`src/rtl/core/adsr_pkg.sv`:
```
// Shared types, codes and helpers for the envelope channel.
package adsr_pkg;

  // One-hot envelope phase
  typedef enum logic [6:0] {
    PH_INIT    = 7'b0000001,
    PH_ATTACK  = 7'b0000010,
    PH_DECAY   = 7'b0000100,
    PH_SUSTAIN = 7'b0001000,
    PH_RELEASE = 7'b0010000,
    PH_DIE     = 7'b0100000,
    PH_DEAD    = 7'b1000000
  } phase_t;

  // Phase codes as seen on the result channel
  localparam logic [2:0] PHASE_CODE_INIT    = 3'd0;
  localparam logic [2:0] PHASE_CODE_ATTACK  = 3'd1;
  localparam logic [2:0] PHASE_CODE_DECAY   = 3'd2;
  localparam logic [2:0] PHASE_CODE_SUSTAIN = 3'd3;
  localparam logic [2:0] PHASE_CODE_RELEASE = 3'd4;
  localparam logic [2:0] PHASE_CODE_DIE     = 3'd5;
  localparam logic [2:0] PHASE_CODE_DEAD    = 3'd6;

  // Request codes
  localparam logic [2:0] REQ_START   = 3'd0;
  localparam logic [2:0] REQ_VOLUME  = 3'd1;
  localparam logic [2:0] REQ_STEP    = 3'd2;
  localparam logic [2:0] REQ_TICK    = 3'd3;
  localparam logic [2:0] REQ_RELEASE = 3'd4;
  localparam logic [2:0] REQ_KILL    = 3'd5;
  localparam logic [2:0] REQ_FADE    = 3'd6;

  // Configuration register indexes
  localparam logic [1:0] CFG_ATTACK  = 2'd0;
  localparam logic [1:0] CFG_DECAY   = 2'd1;
  localparam logic [1:0] CFG_SUSTAIN = 2'd2;
  localparam logic [1:0] CFG_RELEASE = 2'd3;

  localparam logic [7:0] LEVEL_MAX  = 8'hFF;
  localparam logic [7:0] TICKS_HELD = 8'hFF;

  typedef struct packed {
    phase_t     phase;
    logic [7:0] level;
    logic [7:0] level_before;
    logic [6:0] sub_step;
    logic [7:0] left;
    logic [7:0] right;
    logic [7:0] left_fade;
    logic [7:0] right_fade;
    logic [6:0] velocity;
    logic [7:0] ticks;
  } state_t;

  typedef struct packed {
    logic [7:0] attack_rate;
    logic [7:0] decay_rate;
    logic [7:0] sustain_level;
    logic [7:0] release_rate;
  } cfg_t;

  typedef struct packed {
    logic [2:0] req_type;
    logic [6:0] note_velocity;
    logic [7:0] note_length;
    logic [7:0] left_volume;
    logic [7:0] right_volume;
  } req_t;

  function automatic logic [2:0] phase_code(phase_t ph);
    logic [2:0] code;
    case (ph)
      PH_INIT:    code = PHASE_CODE_INIT;
      PH_ATTACK:  code = PHASE_CODE_ATTACK;
      PH_DECAY:   code = PHASE_CODE_DECAY;
      PH_SUSTAIN: code = PHASE_CODE_SUSTAIN;
      PH_RELEASE: code = PHASE_CODE_RELEASE;
      PH_DIE:     code = PHASE_CODE_DIE;
      default:    code = PHASE_CODE_DEAD;
    endcase
    return code;
  endfunction

endpackage

```
`src/rtl/core/adsr_req_if.sv`:
```
// Request channel interface: valid/ready handshake with request payload.
interface adsr_req_if;
  logic              valid;
  logic              ready;
  logic [2:0]        req_type;
  logic [6:0]        note_velocity;
  logic signed [7:0] note_length;
  logic [7:0]        left_volume;
  logic [7:0]        right_volume;

  modport source (
    output valid, req_type, note_velocity, note_length, left_volume, right_volume,
    input  ready
  );
  modport sink (
    input  valid, req_type, note_velocity, note_length, left_volume, right_volume,
    output ready
  );
endinterface

```
`src/rtl/core/adsr_res_if.sv`:
```
// Result channel interface: valid/ready handshake with envelope status payload.
interface adsr_res_if;
  logic       valid;
  logic       ready;
  logic [2:0] env_phase;
  logic [7:0] level_now;
  logic [7:0] level_before;
  logic [6:0] sub_step;
  logic [7:0] left_scaled;
  logic [7:0] right_scaled;
  logic [7:0] left_fade_start;
  logic [7:0] right_fade_start;
  logic       note_alive;
  logic       length_error;

  modport source (
    output valid, env_phase, level_now, level_before, sub_step, left_scaled,
           right_scaled, left_fade_start, right_fade_start, note_alive, length_error,
    input  ready
  );
  modport sink (
    input  valid, env_phase, level_now, level_before, sub_step, left_scaled,
           right_scaled, left_fade_start, right_fade_start, note_alive, length_error,
    output ready
  );
endinterface

```
`src/rtl/core/adsr_envelope_channel.sv`:
```
// A request goes from the input register through adsr_step into the result
// register. Throughput: one request per cycle while out_ch.ready holds; both
// registers each advance whenever the next stage is empty or being drained.
// The envelope state register closes its loop through one pass of adsr_step.
// Reset (rst_n low, synchronous) empties both stages, sets the phase to dead,
// clears all levels and volumes, and loads the configuration defaults.
module adsr_envelope_channel #(
  parameter int SUB_STEPS = 4
) (
  input  logic        clk,
  input  logic        rst_n,
  adsr_req_if.sink    in_ch,
  adsr_res_if.source  out_ch,
  input  logic        cfg_psel,
  input  logic        cfg_penable,
  input  logic        cfg_pwrite,
  input  logic [3:0]  cfg_paddr,
  input  logic [31:0] cfg_pwdata,
  output logic [31:0] cfg_prdata,
  output logic        cfg_pready
);

  adsr_pkg::cfg_t   cfg_r;
  adsr_pkg::state_t state_r;
  adsr_pkg::state_t state_nxt;
  adsr_pkg::req_t   req_r;
  adsr_pkg::state_t res_r;
  logic             req_vld_r;
  logic             res_vld_r;
  logic             res_alive_r;
  logic             res_err_r;
  logic             step_alive;
  logic             step_err;
  logic             cfg_wr;
  logic             req_go;
  logic [1:0]       cfg_idx;

  // Configuration port
  assign cfg_pready = 1'b1;
  assign cfg_wr     = cfg_psel && cfg_penable && cfg_pwrite;
  assign cfg_idx    = cfg_paddr[3:2];

  always_ff @(posedge clk) begin
    if (!rst_n) begin
      cfg_r.attack_rate   <= 8'hFF;
      cfg_r.decay_rate    <= 8'd0;
      cfg_r.sustain_level <= 8'hFF;
      cfg_r.release_rate  <= 8'd0;
    end else if (cfg_wr) begin
      case (cfg_idx)
        adsr_pkg::CFG_ATTACK:  cfg_r.attack_rate   <= cfg_pwdata[7:0];
        adsr_pkg::CFG_DECAY:   cfg_r.decay_rate    <= cfg_pwdata[7:0];
        adsr_pkg::CFG_SUSTAIN: cfg_r.sustain_level <= cfg_pwdata[7:0];
        adsr_pkg::CFG_RELEASE: cfg_r.release_rate  <= cfg_pwdata[7:0];
        default: begin
        end
      endcase
    end
  end

  always_comb begin
    case (cfg_idx)
      adsr_pkg::CFG_ATTACK:  cfg_prdata = {24'd0, cfg_r.attack_rate};
      adsr_pkg::CFG_DECAY:   cfg_prdata = {24'd0, cfg_r.decay_rate};
      adsr_pkg::CFG_SUSTAIN: cfg_prdata = {24'd0, cfg_r.sustain_level};
      adsr_pkg::CFG_RELEASE: cfg_prdata = {24'd0, cfg_r.release_rate};
      default:               cfg_prdata = 32'd0;
    endcase
  end

  // Two-stage pipe: input register, then state update into the result register
  assign req_go      = req_vld_r && (!res_vld_r || out_ch.ready);
  assign in_ch.ready = !req_vld_r || req_go;

  always_ff @(posedge clk) begin
    if (!rst_n) begin
      req_vld_r <= 1'b0;
    end else if (in_ch.ready) begin
      req_vld_r <= in_ch.valid;
    end
  end

  always_ff @(posedge clk) begin
    if (in_ch.valid && in_ch.ready) begin
      req_r.req_type      <= in_ch.req_type;
      req_r.note_velocity <= in_ch.note_velocity;
      req_r.note_length   <= in_ch.note_length;
      req_r.left_volume   <= in_ch.left_volume;
      req_r.right_volume  <= in_ch.right_volume;
    end
  end

  adsr_step #(
    .SUB_STEPS(SUB_STEPS)
  ) u_step (
    .cur   (state_r),
    .cfg   (cfg_r),
    .req   (req_r),
    .nxt   (state_nxt),
    .alive (step_alive),
    .err   (step_err)
  );

  always_ff @(posedge clk) begin
    if (!rst_n) begin
      state_r.phase        <= adsr_pkg::PH_DEAD;
      state_r.level        <= 8'd0;
      state_r.level_before <= 8'd0;
      state_r.sub_step     <= 7'd0;
      state_r.left         <= 8'd0;
      state_r.right        <= 8'd0;
      state_r.left_fade    <= 8'd0;
      state_r.right_fade   <= 8'd0;
      state_r.velocity     <= 7'd0;
      state_r.ticks        <= 8'd0;
    end else if (req_go) begin
      state_r <= state_nxt;
    end
  end

  always_ff @(posedge clk) begin
    if (!rst_n) begin
      res_vld_r <= 1'b0;
    end else if (req_go) begin
      res_vld_r <= 1'b1;
    end else if (out_ch.ready) begin
      res_vld_r <= 1'b0;
    end
  end

  // Hold the result payload until the next transaction replaces it
  always_ff @(posedge clk) begin
    if (req_go) begin
      res_r       <= state_nxt;
      res_alive_r <= step_alive;
      res_err_r   <= step_err;
    end
  end

  assign out_ch.valid            = res_vld_r;
  assign out_ch.env_phase        = adsr_pkg::phase_code(res_r.phase);
  assign out_ch.level_now        = res_r.level;
  assign out_ch.level_before     = res_r.level_before;
  assign out_ch.sub_step         = res_r.sub_step;
  assign out_ch.left_scaled      = res_r.left;
  assign out_ch.right_scaled     = res_r.right;
  assign out_ch.left_fade_start  = res_r.left_fade;
  assign out_ch.right_fade_start = res_r.right_fade;
  assign out_ch.note_alive       = res_alive_r;
  assign out_ch.length_error     = res_err_r;

  localparam logic [6:0] SubLimit = 7'(SUB_STEPS);

  a_alive_err_excl: assert property (@(posedge clk) disable iff (!rst_n)
    res_vld_r |-> !(res_alive_r && res_err_r))
    else $error("note_alive and length_error both set");

  a_sub_bound: assert property (@(posedge clk) disable iff (!rst_n)
    state_r.sub_step <= SubLimit)
    else $error("sub_step ran past the frame length");

  a_err_no_change: assert property (@(posedge clk) disable iff (!rst_n)
    req_go && step_err |=> state_r == $past(state_r))
    else $error("illegal length changed the envelope state");

  a_kill_dead: assert property (@(posedge clk) disable iff (!rst_n)
    req_go && (req_r.req_type == adsr_pkg::REQ_KILL) |=>
      state_r.phase == adsr_pkg::PH_DEAD && state_r.sub_step == 7'd0)
    else $error("kill did not reach the dead phase");

  a_go_fills: assert property (@(posedge clk) disable iff (!rst_n)
    req_go |=> res_vld_r && res_r == state_r)
    else $error("result register does not match the updated state");

endmodule

```
`src/rtl/core/adsr_step.sv`:
```
// Next-state logic of the envelope channel for one request.
module adsr_step #(
  parameter int SUB_STEPS = 4
) (
  input  adsr_pkg::state_t cur,
  input  adsr_pkg::cfg_t   cfg,
  input  adsr_pkg::req_t   req,
  output adsr_pkg::state_t nxt,
  output logic             alive,
  output logic             err
);

  localparam logic [6:0] SubLimit = 7'(SUB_STEPS);

  logic        early;
  logic [6:0]  sub_inc;
  logic        frame_done;
  logic [6:0]  vel_sel;
  logic [14:0] left_prod;
  logic [14:0] right_prod;
  logic [7:0]  rate_sel;
  logic [15:0] lvl_prod;
  logic [7:0]  lvl_scaled;
  logic [8:0]  atk_sum;
  logic        ticks_pos;
  logic [7:0]  ticks_dec;

  assign early = (cur.phase inside {adsr_pkg::PH_INIT, adsr_pkg::PH_ATTACK,
                                    adsr_pkg::PH_DECAY, adsr_pkg::PH_SUSTAIN});
  assign sub_inc    = cur.sub_step + 7'd1;
  assign frame_done = (sub_inc >= SubLimit);

  // Start note scales with the incoming velocity
  assign vel_sel    = (req.req_type == adsr_pkg::REQ_START) ? req.note_velocity
                                                            : cur.velocity;
  assign left_prod  = 15'(vel_sel) * 15'(req.left_volume);
  assign right_prod = 15'(vel_sel) * 15'(req.right_volume);

  assign rate_sel   = (cur.phase == adsr_pkg::PH_DECAY) ? cfg.decay_rate
                                                        : cfg.release_rate;
  assign lvl_prod   = 16'(cur.level) * 16'(rate_sel);
  assign lvl_scaled = lvl_prod[15:8];
  assign atk_sum    = 9'(cur.level) + 9'(cfg.attack_rate);

  assign ticks_pos  = !cur.ticks[7] && (cur.ticks != 8'd0);
  assign ticks_dec  = cur.ticks - 8'd1;

  always_comb begin
    nxt   = cur;
    alive = 1'b0;
    err   = 1'b0;
    case (req.req_type)
      adsr_pkg::REQ_START: begin
        nxt.velocity = req.note_velocity;
        nxt.ticks    = req.note_length;
        nxt.phase    = adsr_pkg::PH_INIT;
        nxt.sub_step = 7'd0;
        nxt.left     = left_prod[14:7];
        nxt.right    = right_prod[14:7];
      end
      adsr_pkg::REQ_VOLUME: begin
        if (early) begin
          nxt.left  = left_prod[14:7];
          nxt.right = right_prod[14:7];
        end
      end
      adsr_pkg::REQ_STEP: begin
        case (cur.phase)
          adsr_pkg::PH_INIT: begin
            nxt.left_fade    = cur.left;
            nxt.right_fade   = cur.right;
            nxt.level_before = (cfg.attack_rate == adsr_pkg::LEVEL_MAX)
                               ? adsr_pkg::LEVEL_MAX : 8'd0;
            nxt.level        = cfg.attack_rate;
            nxt.sub_step     = 7'd0;
            nxt.phase        = adsr_pkg::PH_ATTACK;
          end
          adsr_pkg::PH_ATTACK: begin
            nxt.sub_step = sub_inc;
            if (frame_done) begin
              nxt.level_before = cur.level;
              nxt.sub_step     = 7'd0;
              if (atk_sum >= 9'(adsr_pkg::LEVEL_MAX)) begin
                nxt.phase = adsr_pkg::PH_DECAY;
                nxt.level = adsr_pkg::LEVEL_MAX;
              end else begin
                nxt.level = atk_sum[7:0];
              end
            end
          end
          adsr_pkg::PH_DECAY: begin
            nxt.sub_step = sub_inc;
            if (frame_done) begin
              nxt.level_before = cur.level;
              nxt.sub_step     = 7'd0;
              if (lvl_scaled <= cfg.sustain_level) begin
                nxt.phase = adsr_pkg::PH_SUSTAIN;
                nxt.level = cfg.sustain_level;
              end else begin
                nxt.level = lvl_scaled;
              end
            end
          end
          adsr_pkg::PH_SUSTAIN: begin
            nxt.sub_step = sub_inc;
            if (frame_done) begin
              nxt.level_before = cur.level;
              nxt.sub_step     = 7'd0;
            end
          end
          adsr_pkg::PH_RELEASE: begin
            nxt.sub_step = sub_inc;
            if (frame_done) begin
              nxt.level_before = cur.level;
              nxt.sub_step     = 7'd0;
              if (lvl_scaled == 8'd0) begin
                nxt.phase = adsr_pkg::PH_DIE;
                nxt.level = 8'd0;
              end else begin
                nxt.level = lvl_scaled;
              end
            end
          end
          adsr_pkg::PH_DIE: begin
            // keep the counter where it stopped
            nxt.sub_step = sub_inc;
            if (frame_done) begin
              nxt.level_before = cur.level;
              nxt.phase        = adsr_pkg::PH_DEAD;
            end
          end
          default: begin
          end
        endcase
      end
      adsr_pkg::REQ_TICK: begin
        if (early) begin
          if (ticks_pos) begin
            nxt.ticks = ticks_dec;
            if (ticks_dec == 8'd0) begin
              nxt.phase    = adsr_pkg::PH_RELEASE;
              nxt.sub_step = 7'd0;
            end else begin
              alive = 1'b1;
            end
          end else if (cur.ticks == adsr_pkg::TICKS_HELD) begin
            alive = 1'b1;
          end else begin
            err = 1'b1;
          end
        end
      end
      adsr_pkg::REQ_RELEASE: begin
        if (early) begin
          nxt.phase        = adsr_pkg::PH_RELEASE;
          nxt.sub_step     = 7'd0;
          nxt.level_before = cur.level;
        end
      end
      adsr_pkg::REQ_KILL: begin
        nxt.phase    = adsr_pkg::PH_DEAD;
        nxt.sub_step = 7'd0;
      end
      adsr_pkg::REQ_FADE: begin
        nxt.left_fade  = cur.left;
        nxt.right_fade = cur.right;
      end
      default: begin
      end
    endcase
  end

endmodule
```
`src/flat_wrapper.sv`:
```
// flat-port wrapper written by rule: the top's interface ports become plain ports
module adsr_envelope_channel_flat 
#(
  parameter int SUB_STEPS = 4
)
  (clk, rst_n, cfg_psel, cfg_penable, cfg_pwrite, cfg_paddr, cfg_pwdata, cfg_prdata, cfg_pready, in_ch_valid, in_ch_req_type, in_ch_note_velocity, in_ch_note_length, in_ch_left_volume, in_ch_right_volume, in_ch_ready, out_ch_valid, out_ch_env_phase, out_ch_level_now, out_ch_level_before, out_ch_sub_step, out_ch_left_scaled, out_ch_right_scaled, out_ch_left_fade_start, out_ch_right_fade_start, out_ch_note_alive, out_ch_length_error, out_ch_ready);
  adsr_req_if in_ch_i ();
  adsr_res_if out_ch_i ();
  input  logic clk;
  input  logic rst_n;
  input  logic cfg_psel;
  input  logic cfg_penable;
  input  logic cfg_pwrite;
  input  logic [3:0] cfg_paddr;
  input  logic [31:0] cfg_pwdata;
  output logic [31:0] cfg_prdata;
  output logic cfg_pready;
  input wire logic [$bits(in_ch_i.valid)-1:0] in_ch_valid;
  input wire logic [$bits(in_ch_i.req_type)-1:0] in_ch_req_type;
  input wire logic [$bits(in_ch_i.note_velocity)-1:0] in_ch_note_velocity;
  input wire logic [$bits(in_ch_i.note_length)-1:0] in_ch_note_length;
  input wire logic [$bits(in_ch_i.left_volume)-1:0] in_ch_left_volume;
  input wire logic [$bits(in_ch_i.right_volume)-1:0] in_ch_right_volume;
  output wire logic [$bits(in_ch_i.ready)-1:0] in_ch_ready;
  output wire logic [$bits(out_ch_i.valid)-1:0] out_ch_valid;
  output wire logic [$bits(out_ch_i.env_phase)-1:0] out_ch_env_phase;
  output wire logic [$bits(out_ch_i.level_now)-1:0] out_ch_level_now;
  output wire logic [$bits(out_ch_i.level_before)-1:0] out_ch_level_before;
  output wire logic [$bits(out_ch_i.sub_step)-1:0] out_ch_sub_step;
  output wire logic [$bits(out_ch_i.left_scaled)-1:0] out_ch_left_scaled;
  output wire logic [$bits(out_ch_i.right_scaled)-1:0] out_ch_right_scaled;
  output wire logic [$bits(out_ch_i.left_fade_start)-1:0] out_ch_left_fade_start;
  output wire logic [$bits(out_ch_i.right_fade_start)-1:0] out_ch_right_fade_start;
  output wire logic [$bits(out_ch_i.note_alive)-1:0] out_ch_note_alive;
  output wire logic [$bits(out_ch_i.length_error)-1:0] out_ch_length_error;
  input wire logic [$bits(out_ch_i.ready)-1:0] out_ch_ready;
  assign in_ch_i.valid = in_ch_valid;
  assign in_ch_i.req_type = in_ch_req_type;
  assign in_ch_i.note_velocity = in_ch_note_velocity;
  assign in_ch_i.note_length = in_ch_note_length;
  assign in_ch_i.left_volume = in_ch_left_volume;
  assign in_ch_i.right_volume = in_ch_right_volume;
  assign in_ch_ready = in_ch_i.ready;
  assign out_ch_valid = out_ch_i.valid;
  assign out_ch_env_phase = out_ch_i.env_phase;
  assign out_ch_level_now = out_ch_i.level_now;
  assign out_ch_level_before = out_ch_i.level_before;
  assign out_ch_sub_step = out_ch_i.sub_step;
  assign out_ch_left_scaled = out_ch_i.left_scaled;
  assign out_ch_right_scaled = out_ch_i.right_scaled;
  assign out_ch_left_fade_start = out_ch_i.left_fade_start;
  assign out_ch_right_fade_start = out_ch_i.right_fade_start;
  assign out_ch_note_alive = out_ch_i.note_alive;
  assign out_ch_length_error = out_ch_i.length_error;
  assign out_ch_i.ready = out_ch_ready;
  adsr_envelope_channel #(.SUB_STEPS(SUB_STEPS)) u_core (.clk(clk), .rst_n(rst_n), .in_ch(in_ch_i), .out_ch(out_ch_i), .cfg_psel(cfg_psel), .cfg_penable(cfg_penable), .cfg_pwrite(cfg_pwrite), .cfg_paddr(cfg_paddr), .cfg_pwdata(cfg_pwdata), .cfg_prdata(cfg_prdata), .cfg_pready(cfg_pready));
endmodule
```
`config.mk`:
```
export PLATFORM = sky130hd
export DESIGN_NAME = adsr_envelope_channel_flat
export DESIGN_NICKNAME = d
export VERILOG_FILES = /design/src/rtl/core/adsr_pkg.sv /design/src/rtl/core/adsr_req_if.sv /design/src/rtl/core/adsr_res_if.sv /design/src/rtl/core/adsr_envelope_channel.sv /design/src/rtl/core/adsr_step.sv /design/src/flat_wrapper.sv
export SDC_FILE = /design/constraint.sdc
export NUM_CORES = 1
export LEC_CHECK = 0
export ABC_AREA = 1
export ABC_CLOCK_PERIOD_IN_PS = 9250
export BUFFER_PORTS_ARGS = -buffer_cell sky130_fd_sc_hd__buf_2
export CORE_ASPECT_RATIO = 1.25
export CORE_UTILIZATION = 31
export DETAILED_ROUTE_END_ITERATION = 6
export PLACE_DENSITY = 0.52
export SLEW_MARGIN = 20
export SYNTH_ARGS = -nofsm -noshare
export SYNTH_HDL_FRONTEND = slang
export SYNTH_SLANG_ARGS = --single-unit
```
`constraint.sdc`:
```
create_clock -name clk -period 9.25 [get_ports clk]
set_input_delay 2.3125 -clock clk [delete_from_list [all_inputs] [get_ports clk]]
set_output_delay 2.3125 -clock clk [all_outputs]
set_load 0.01 [all_outputs]
```
Yosys cells after proc, flatten, opt, wreduce, memory -nomap -nowiden
Cells that the tools add are included.

word-level totals
  logic and storage cells = 138
  bits in registers = 209
  output and inout port bits = 95

operators by class
  add/subtract/negate cells = 3
  multiplexer cells = 45
  equality and inequality tests = 25
  reduce and logical (&&, ||, !) cells = 26
  $lt $le $gt $ge = 3
  multiply operators = 3
  bitwise logic cells = 2

operator list
  kind                                                 count
  case mux 32 bit (4 select lines)                     1
  2-to-1 mux 30 bit                                    3
  case mux 15 bit (6 select lines)                     1
  2-to-1 mux 7 bit                                     12
  2-to-1 mux 8 bit                                     9
  case mux 7 bit (5 select lines)                      2
  case mux 16 bit (2 select lines)                     2
  2-to-1 mux 16 bit                                    2
  case mux 8 bit (2 select lines)                      2
  case mux 8 bit (4 select lines)                      1
  multiplier 7 x 8 -> 15 bit                           2
  2-to-1 mux 15 bit                                    2
  case mux 7 bit (4 select lines)                      1
  case mux 3 bit (6 select lines)                      1
  equality test 8 bit, second input constant           2
  zero test 8 bit                                      2
  multiplier 8 x 8 -> 16 bit                           1
  equality test 7 x 1 -> 1 bit, second input constant  2
  equality test 7 x 2 -> 1 bit, second input constant  2
  equality test 7 x 3 -> 1 bit, second input constant  2
  equality test 7 x 4 -> 1 bit, second input constant  2
  equality test 7 x 5 -> 1 bit, second input constant  2
  equality test 7 x 6 -> 1 bit, second input constant  2
  AND reduction 2 bit                                  5
  25 further kinds                                     44

Longest topological paths before layout
Gate-level depths: netlist of the first run.

  word-level depth = 8
  depth in mapped cells = 43
  gate-level depth less buffers = 41

By module
Synthesis of the first run repeated with hierarchy kept, for this count alone.

unflattened totals
  cell total of the unflattened synthesis = 2166
  area total of the unflattened synthesis = 16739.8 sq um

modules (own cells, without submodules)
  module                 area each (sq um)  cells an instance  times used  seq. area each (sq um)
  adsr_step              9002.4             1423               1           0.0
  adsr_envelope_channel  7737.4             743                1           5165.0

Worst setup path after synthesis of the first run
No wires, ideal clock.

  path kind = register to register
  start point = register u_core.state_r[70] (netlist bit)
  end point = register u_core.res_r, in the netlist u_core.out_ch.level_now[6], data pin
  cell stages (with the launch flop) = 39
  required time = 8994 ps
  data arrival time = 6143 ps
  path buffers = 2
  library setup time = 256 ps
  period minus slack after synthesis = 6399 ps
  setup slack = 2851 ps
  cells stage by stage = dfxtp_1 > inv_2 > nand2_1 > nor2_2 > nand2_2 > clkbuf_1 > nand2_1 > o21a_1 > inv_1 > nor2_1 > fa_1 > inv_1 > fa_1 > fa_1 > fa_1 > inv_1 > ha_1 > a21oi_1 > [... 3 more ...] > nand2_1 > nand2_1 > and2_1 > inv_1 > ha_1 > nand4_1 > inv_1 > nand2_1 > o211ai_1 > o21ai_0 > clkbuf_1 > a21oi_1 > o21ai_0 > o211ai_1 > o21ai_0 > o21ai_0 > o21bai_1 > inv_1

RTL lines
  element                 line                          RTL
  from (decl)             adsr_envelope_channel.sv:24   adsr_pkg::state_t state_r;
  from (signal assigned)  adsr_envelope_channel.sv:117  state_r <= state_nxt;
  to (signal assigned)    adsr_envelope_channel.sv:134  res_r <= state_nxt;
  to (decl)               adsr_envelope_channel.sv:27   adsr_pkg::state_t res_r;

==> metrics.md, run 1 <==
| Metric | Value |
|---|---|
| Synth top area share | `17.6%` |
| Via density per instance | `4.85` |
| CTS tree | `yes` |
| Synth Instances | `2180` |
| Top FF cell, synth | `dfxtp_1` |
| CP arrival | `8.14 ns` |
| Vias in the first global route | `13846` |
| Most frequent cell after synthesis | `inv_1` |
| Fin. Hold Viols | `0` |
| Worst-path maximum fanout | `19` |
| First-pass GRT wire length | `74.6 mm` |
| Max_cap viols | `0` |
| Crit path required time | `9.54 ns` |
| Congestion Overflow GR | `0` |
| DR WL/cell | `16.3 um` |
| Largest net degree at the start of global routing | `90` |
| Post-synth EDFFs | `98` |
| Clock root buffer | `clkbuf_16` |
| Critical-path top delay cell | `o21ai_1` |
| Slew at the pin with the worst max-slew slack | `1.05 ns` |
| VDD IR-drop max | `136 uV` |
| Avg Inst Size Synth | `7.65 um2` |
| Initial core utilization | `31.5%` |
| P&R area growth vs syn | `9.77%` |
| Worst skew pair latency | `0.54 ns` |
| Status | `finished, final reports clean` |
| GP Congestion | `0.899` |
| Cell accounting for the most synthesized area | `edfxtp_1` |
| Distinct cells, synth | `51` |
| FFs w/ async S/R, synth | `0%` |
| Tightest Hold Check Type | `reg2reg` |
| # IOs | `172` |
| Routed via count | `14160` |
| Port-buffer cells | `120` |
| Post-layout util | `34.6%` |
| Floorplan row count | `94` |
| Critical Path Source Type | `register` |
| FMAX | `127 MHz` |
| Initial antenna violation count | `0` |
| Setup repair bufs after CTS | `0` |
| Die area | `54700 um2` |
| Sequential area share after synthesis | `31.0%` |
| Iteration-0 DRC Markers | `716` |
| Clock buffer depth | `3` |
| Crit path top cell by count | `inv_1` |
| Ys Warns | `0` |
| Crit. End Element | `register` |
| RSZ-0062 raised after global routing | `false` |
| Core Box Area | `52900 um2` |
| Final period util | `84.9%` |
| Pins Over Slew Limit | `0` |
| Largest stage delay on the critical path | `0.59 ns` |
| ANT nets after route | `0` |
| Clk sinks | `209` |
| Sum Neg Setup Slack | `0 ns` |
| Syn Std Cell Area | `16700 um2` |
| Antenna Cells | `0` |
| PwrDens | `150 nW/um2` |
| Static leakage | `9.05 nW` |
| Remaining DRCs | `0` |
| Die Wd | `209 um` |
| Max_slew headroom | `29.7%` |
| Most frequent cells after synthesis | `inv_1 (389), nand2_1 (383), nor2_1 (197), o21ai_0 (174), a21oi_1 (149)` |
| Synthesized flop and latch total | `209` |
| Die Y | `261 um` |
| GRT Util Overall | `17.2%` |
| Clk_skew | `0.0183 ns` |
| CTS HTree Levels | `1` |
| Layout Nets | `2516` |
| First-pass iteration count of the detailed router | `7` |
| Total power | `2.75 mW` |
| Crit Path Class | `reg2reg` |
| Post_cts resized | `0` |
| Post-CTS Hold Buffers | `0` |
| Drt total wl | `47.5 mm` |
| Share of cells above drive strength 1 | `9.75%` |
| Number of buffers created by CTS | `25` |
| Final setup viols | `0` |
| Placed wire-length estimate | `37.3 mm` |
| Reg clk slew, reported paths | `0.06 ns` |
| Top cells by area, synth | `edfxtp_1 (18%), dfxtp_1 (13%), fa_1 (11%)` |
| Crit path time final | `7.85 ns` |
flip-flops by register name, summed over array words and instances, names as in the netlist, 8 cells and up:
signal,flops
u_core.out_ch.level_now,8
u_core.out_ch.right_scaled,8
u_core.out_ch.level_before,8
u_core.req_r,34
u_core.cfg_r,32
u_core.out_ch.left_fade_start,8
u_core.state_r,77
u_core.out_ch.left_scaled,8
u_core.out_ch.right_fade_start,8
stage by stage:
stage          area [um2]  hold slack, ns  setup slack [ns]  cells
6_report            18300           0.490              1.40   2919
5_1_grt             18300           0.516             0.800   2919
3_5_place_dp        17500           0.485              1.14   2873
2_1_floorplan       16800           0.444              2.85   2203
4_1_cts             18300           0.494              1.12   2918
3_3_place_gp        17500           0.480              1.21   2873
routing by layer:
layer	global-route usage [%]	vias to the layer above	wire length (um)
met3	1.50	72	1470
met2	32.8	281	24700
met4	5.68	0	1310
met5	0	-	0
li1	-	7056	-
met1	20.1	6751	20000
logic make-up after synthesis:
logic type / count (synthesis) / synth area share (%)
muxes: 1 / 0.0600
buffers and inverters: 542 / 14.0
other: 2 / 0.0450
adders and majority gates: 210 / 19.9
and+or+nand+nor: 755 / 19.2
AOI/OAI and AO/OA: 436 / 14.5
xor gates and xnor gates: 25 / 1.31
DFF: 209 / 31.0
path summary, 6_finish.rpt:
kind                              startpoint  cells after the start  slack, ns                                   end
max          u_core.state_r[70]$_SDFFE_PN0P_                     33       1.40  u_core.out_ch.level_now[6]$_DFFE_PP_
min             u_core.cfg_r[2]$_SDFFE_PN0P_                      2       0.49          u_core.cfg_r[2]$_SDFFE_PN0P_
max reg2reg  u_core.state_r[70]$_SDFFE_PN0P_                     33       1.40  u_core.out_ch.level_now[6]$_DFFE_PP_
min reg2reg     u_core.cfg_r[2]$_SDFFE_PN0P_                      2       0.49          u_core.cfg_r[2]$_SDFFE_PN0P_
placed cells by master, fill, tap and decap left out, drive strengths merged, types with 3 or more instances in the layout:
cell type | netlist | final
inv | 402 | 404
nand2 | 388 | 388
nor2 | 204 | 204
o21ai | 201 | 201
a21oi | 150 | 150
buf | 85 | 136
ha | 118 | 118
dfxtp | 111 | 111
nand3 | 101 | 101
edfxtp | 98 | 98
fa | 92 | 92
clkbuf | 53 | 34
o211ai | 30 | 30
conb | 2 | 25
nor3 | 21 | 21
xor2 | 18 | 18
nand4 | 18 | 18
a211oi | 11 | 11
or2 | 11 | 11
clkinv | 2 | 9
xnor2 | 7 | 7
o221ai | 7 | 7
o22ai | 7 | 7
o2111ai | 6 | 6
o21bai | 6 | 6
nand3b | 6 | 6
o21a | 4 | 4
a221oi | 4 | 4
nor4 | 4 | 4
a21o | 3 | 3
report_power, final:
| part | switching, mW | total [mW] | leakage, nW | internal (mW) |
|---|---|---|---|---|
| registers | 0.0410 | 1.07 | 1.85 | 1.03 |
| logic | 0.474 | 0.715 | 6.82 | 0.241 |
| clock network | 0.399 | 0.962 | 0.384 | 0.563 |
worst max-delay path, delay by kind of cell, from the launching register on:
kind	cells	cell delay, ns
simple gates	10	1.47
buf+inv	6	0.75
compound gates	11	2.42
fa+ha+maj	6	2.51
flops	1	0.41
cell type report:
cell class / count / area [um2]
fill: 5682 / 34600
timing repair buffer: 137 / 728
multi-input combinational: 1452 / 9270
sequential: 209 / 5160
inverter: 404 / 1520
clock buffer: 33 / 666
tap: 672 / 841
clock inverter: 12 / 121
Note: power is estimated with default switching activity, not from simulation.
==> run 2: changes to the inputs <==
--- a/config.mk
+++ b/config.mk
@@ -6,7 +6,7 @@
 export NUM_CORES = 1
 export LEC_CHECK = 0
 export ABC_AREA = 1
-export ABC_CLOCK_PERIOD_IN_PS = 9250
+export ABC_CLOCK_PERIOD_IN_PS = 7700
 export BUFFER_PORTS_ARGS = -buffer_cell sky130_fd_sc_hd__buf_2
 export CORE_ASPECT_RATIO = 1.25
 export CORE_UTILIZATION = 31
==> constraint.sdc (replaced) <==
create_clock -name clk -period 7.7 [get_ports clk]
set_input_delay 1.925 -clock clk [delete_from_list [all_inputs] [get_ports clk]]
set_output_delay 1.925 -clock clk [all_outputs]
set_load 0.01 [all_outputs]
==> run 2 against run 1 <==
Against the previous run:
- final area up 0.91%
- utilization up 0.31 points
- maximum frequency up 11%
- clock-buffer cell count down 6
- flip-flop and latch count unchanged
- die area unchanged
- worst setup slack worse by 0.80 ns
- critical endpoint is now u_core.out_ch.level_now[5]$_DFFE_PP_
- hold slack worse by 0.0033 ns
- final cell count up 0.21%
- via count up 0.32%
==> metrics.md, run 2 (synthesis gave the netlist of run 1 again) <==
| Metric | Value |
|---|---|
| Max reg flops | `77` |
| Floorplan row count | `94` |
| Vias in the first global route | `13899` |
| Commonest non-fill, non-tap cell in the layout | `inv_1` |
| Post-CTS Hold Buffers | `0` |
| Antenna Cells | `0` |
| Routed via count | `14205` |
| Tightest Hold Check Type | `reg2reg` |
| Die Wd | `209 um` |
| Clock root buffer | `clkbuf_16` |
| Pins Over Slew Limit | `0` |
| FMAX | `141 MHz` |
| Pre-CTS setup slack | `0.533 ns` |
| Initial antenna violation count | `0` |
| Clk sinks | `209` |
| Via density per instance | `4.86` |
| PwrDens | `187 nW/um2` |
| Total power | `3.45 mW` |
| GP Congestion | `0.954` |
| Setup ws final | `0.597 ns` |
| Final hold slack | `0.487 ns` |
| Fin area | `18500 um2` |
| CP delay by family, top | `adder cells` |
| Largest net degree at the start of global routing | `94` |
| Placed wire-length estimate | `37.5 mm` |
| Worst-path maximum fanout | `13` |
| # IOs | `172` |
| Clk_skew | `0.0189 ns` |
| GRT Util Overall | `17.3%` |
| CP arrival | `7.39 ns` |
| Max_cap viols | `0` |
| Crit path top cell by count | `inv_1` |
| Congestion Overflow GR | `0` |
| Drt total wl | `47.7 mm` |
| Sum Neg Setup Slack | `0 ns` |
| First-pass GRT wire length | `75.5 mm` |
| Crit Path Class | `reg2reg` |
| VDD IR-drop max | `252 uV` |
| Critical Path Source Type | `register` |
| Final setup viols | `0` |
| Remaining DRCs | `0` |
| Setup repair bufs after CTS | `0` |
| Die Y | `261 um` |
| Area post-placement | `17600 um2` |
| DR WL/cell | `16.3 um` |
| P&R area growth vs syn | `10.8%` |
| Max_slew headroom | `30.5%` |
| FILL cells | `5667` |
| Top reg by flops | `u_core.state_r` |
| Initial core utilization | `31.5%` |
| Crit. End Element | `register` |
| Final period util | `92.2%` |
| Crit path time final | `7.10 ns` |
| Critical-path top delay cell | `fa_1` |
| Share of cells above drive strength 1 | `10.3%` |
| CTS tree | `yes` |
| Port-buffer cells | `120` |
| Reg clk slew, reported paths | `0.07 ns` |
| Worst skew pair latency | `0.54 ns` |
| CP Buf/Inv Count | `9` |
| Multi-input gate area | `9280 um2` |
| Largest regs | `u_core.state_r (77), u_core.req_r (34), u_core.cfg_r (32)` |
| Crit path required time | `7.99 ns` |
| Iteration-0 DRC Markers | `949` |
| CTS HTree Levels | `1` |
| Number of buffers created by CTS | `25` |
| ANT nets after route | `0` |
| Layout Nets | `2522` |
| Die area | `54700 um2` |
| Static leakage | `9.14 nW` |
| Fin. Hold Viols | `0` |
| Register area | `5160 um2` |
| R2r setup slk | `0.60 ns` |
| First-pass iteration count of the detailed router | `5` |
| RSZ-0062 raised after global routing | `false` |
| Post_cts resized | `0` |
| Status | `finished, final reports clean` |
| Core Box Area | `52900 um2` |
| Commonest cells after routing, fill and taps aside | `inv_1 (389), nand2_1 (382), nor2_1 (197)` |
| Slew at the pin with the worst max-slew slack | `1.04 ns` |
| Clock buffer depth | `3` |
| Largest stage delay on the critical path | `0.51 ns` |
## run 2: layer usage
metal  vias up  GRT usage (%)  share of wire, %
met5         -              0                 0
met4         0           6.04               3.0
met3        72           1.56               3.0
met2       289           32.5                52
met1      6782           20.5                42
li1       7062              -                 -
## run 2: final timing paths
check | startpoint | to | cells past startpoint
min | u_core.cfg_r[4]$_SDFFE_PN0P_ | u_core.cfg_r[4]$_SDFFE_PN0P_ | 2
max | u_core.state_r[70]$_SDFFE_PN0P_ | u_core.out_ch.level_now[5]$_DFFE_PP_ | 38
max reg2reg | u_core.state_r[70]$_SDFFE_PN0P_ | u_core.out_ch.level_now[5]$_DFFE_PP_ | 38
min reg2reg | u_core.cfg_r[4]$_SDFFE_PN0P_ | u_core.cfg_r[4]$_SDFFE_PN0P_ | 2
## run 2: power by group
group          internal [mW]  switching (mW)
Clock                  0.802           0.505
Sequential              1.23          0.0505
Combinational          0.290           0.568
Total                   2.33            1.12
## run 2: final cells by class
class / count / area share (%)
clock buffer: 27 / 3.43
timing repair buffer: 143 / 4.19
tap: 672 / 4.55
clock inverter: 18 / 1.44
multi-input combinational: 1452 / 50.2
inverter: 404 / 8.22
sequential: 209 / 28.0
## run 2: per-stage QoR
stage / cells / util [%]
4_1_cts: 2924 / 34.9
6_report: 2925 / 34.9
3_3_place_gp: 2879 / 33.2
3_5_place_dp: 2879 / 33.2
2_1_floorplan: 2203 / -
5_1_grt: 2925 / 34.9
## run 2: tightest hold or removal path, stage by stage, from the launching register on
cell and delay, ns:
dfxtp_1 0.30, inv_1 0.08, a21oi_1 0.06
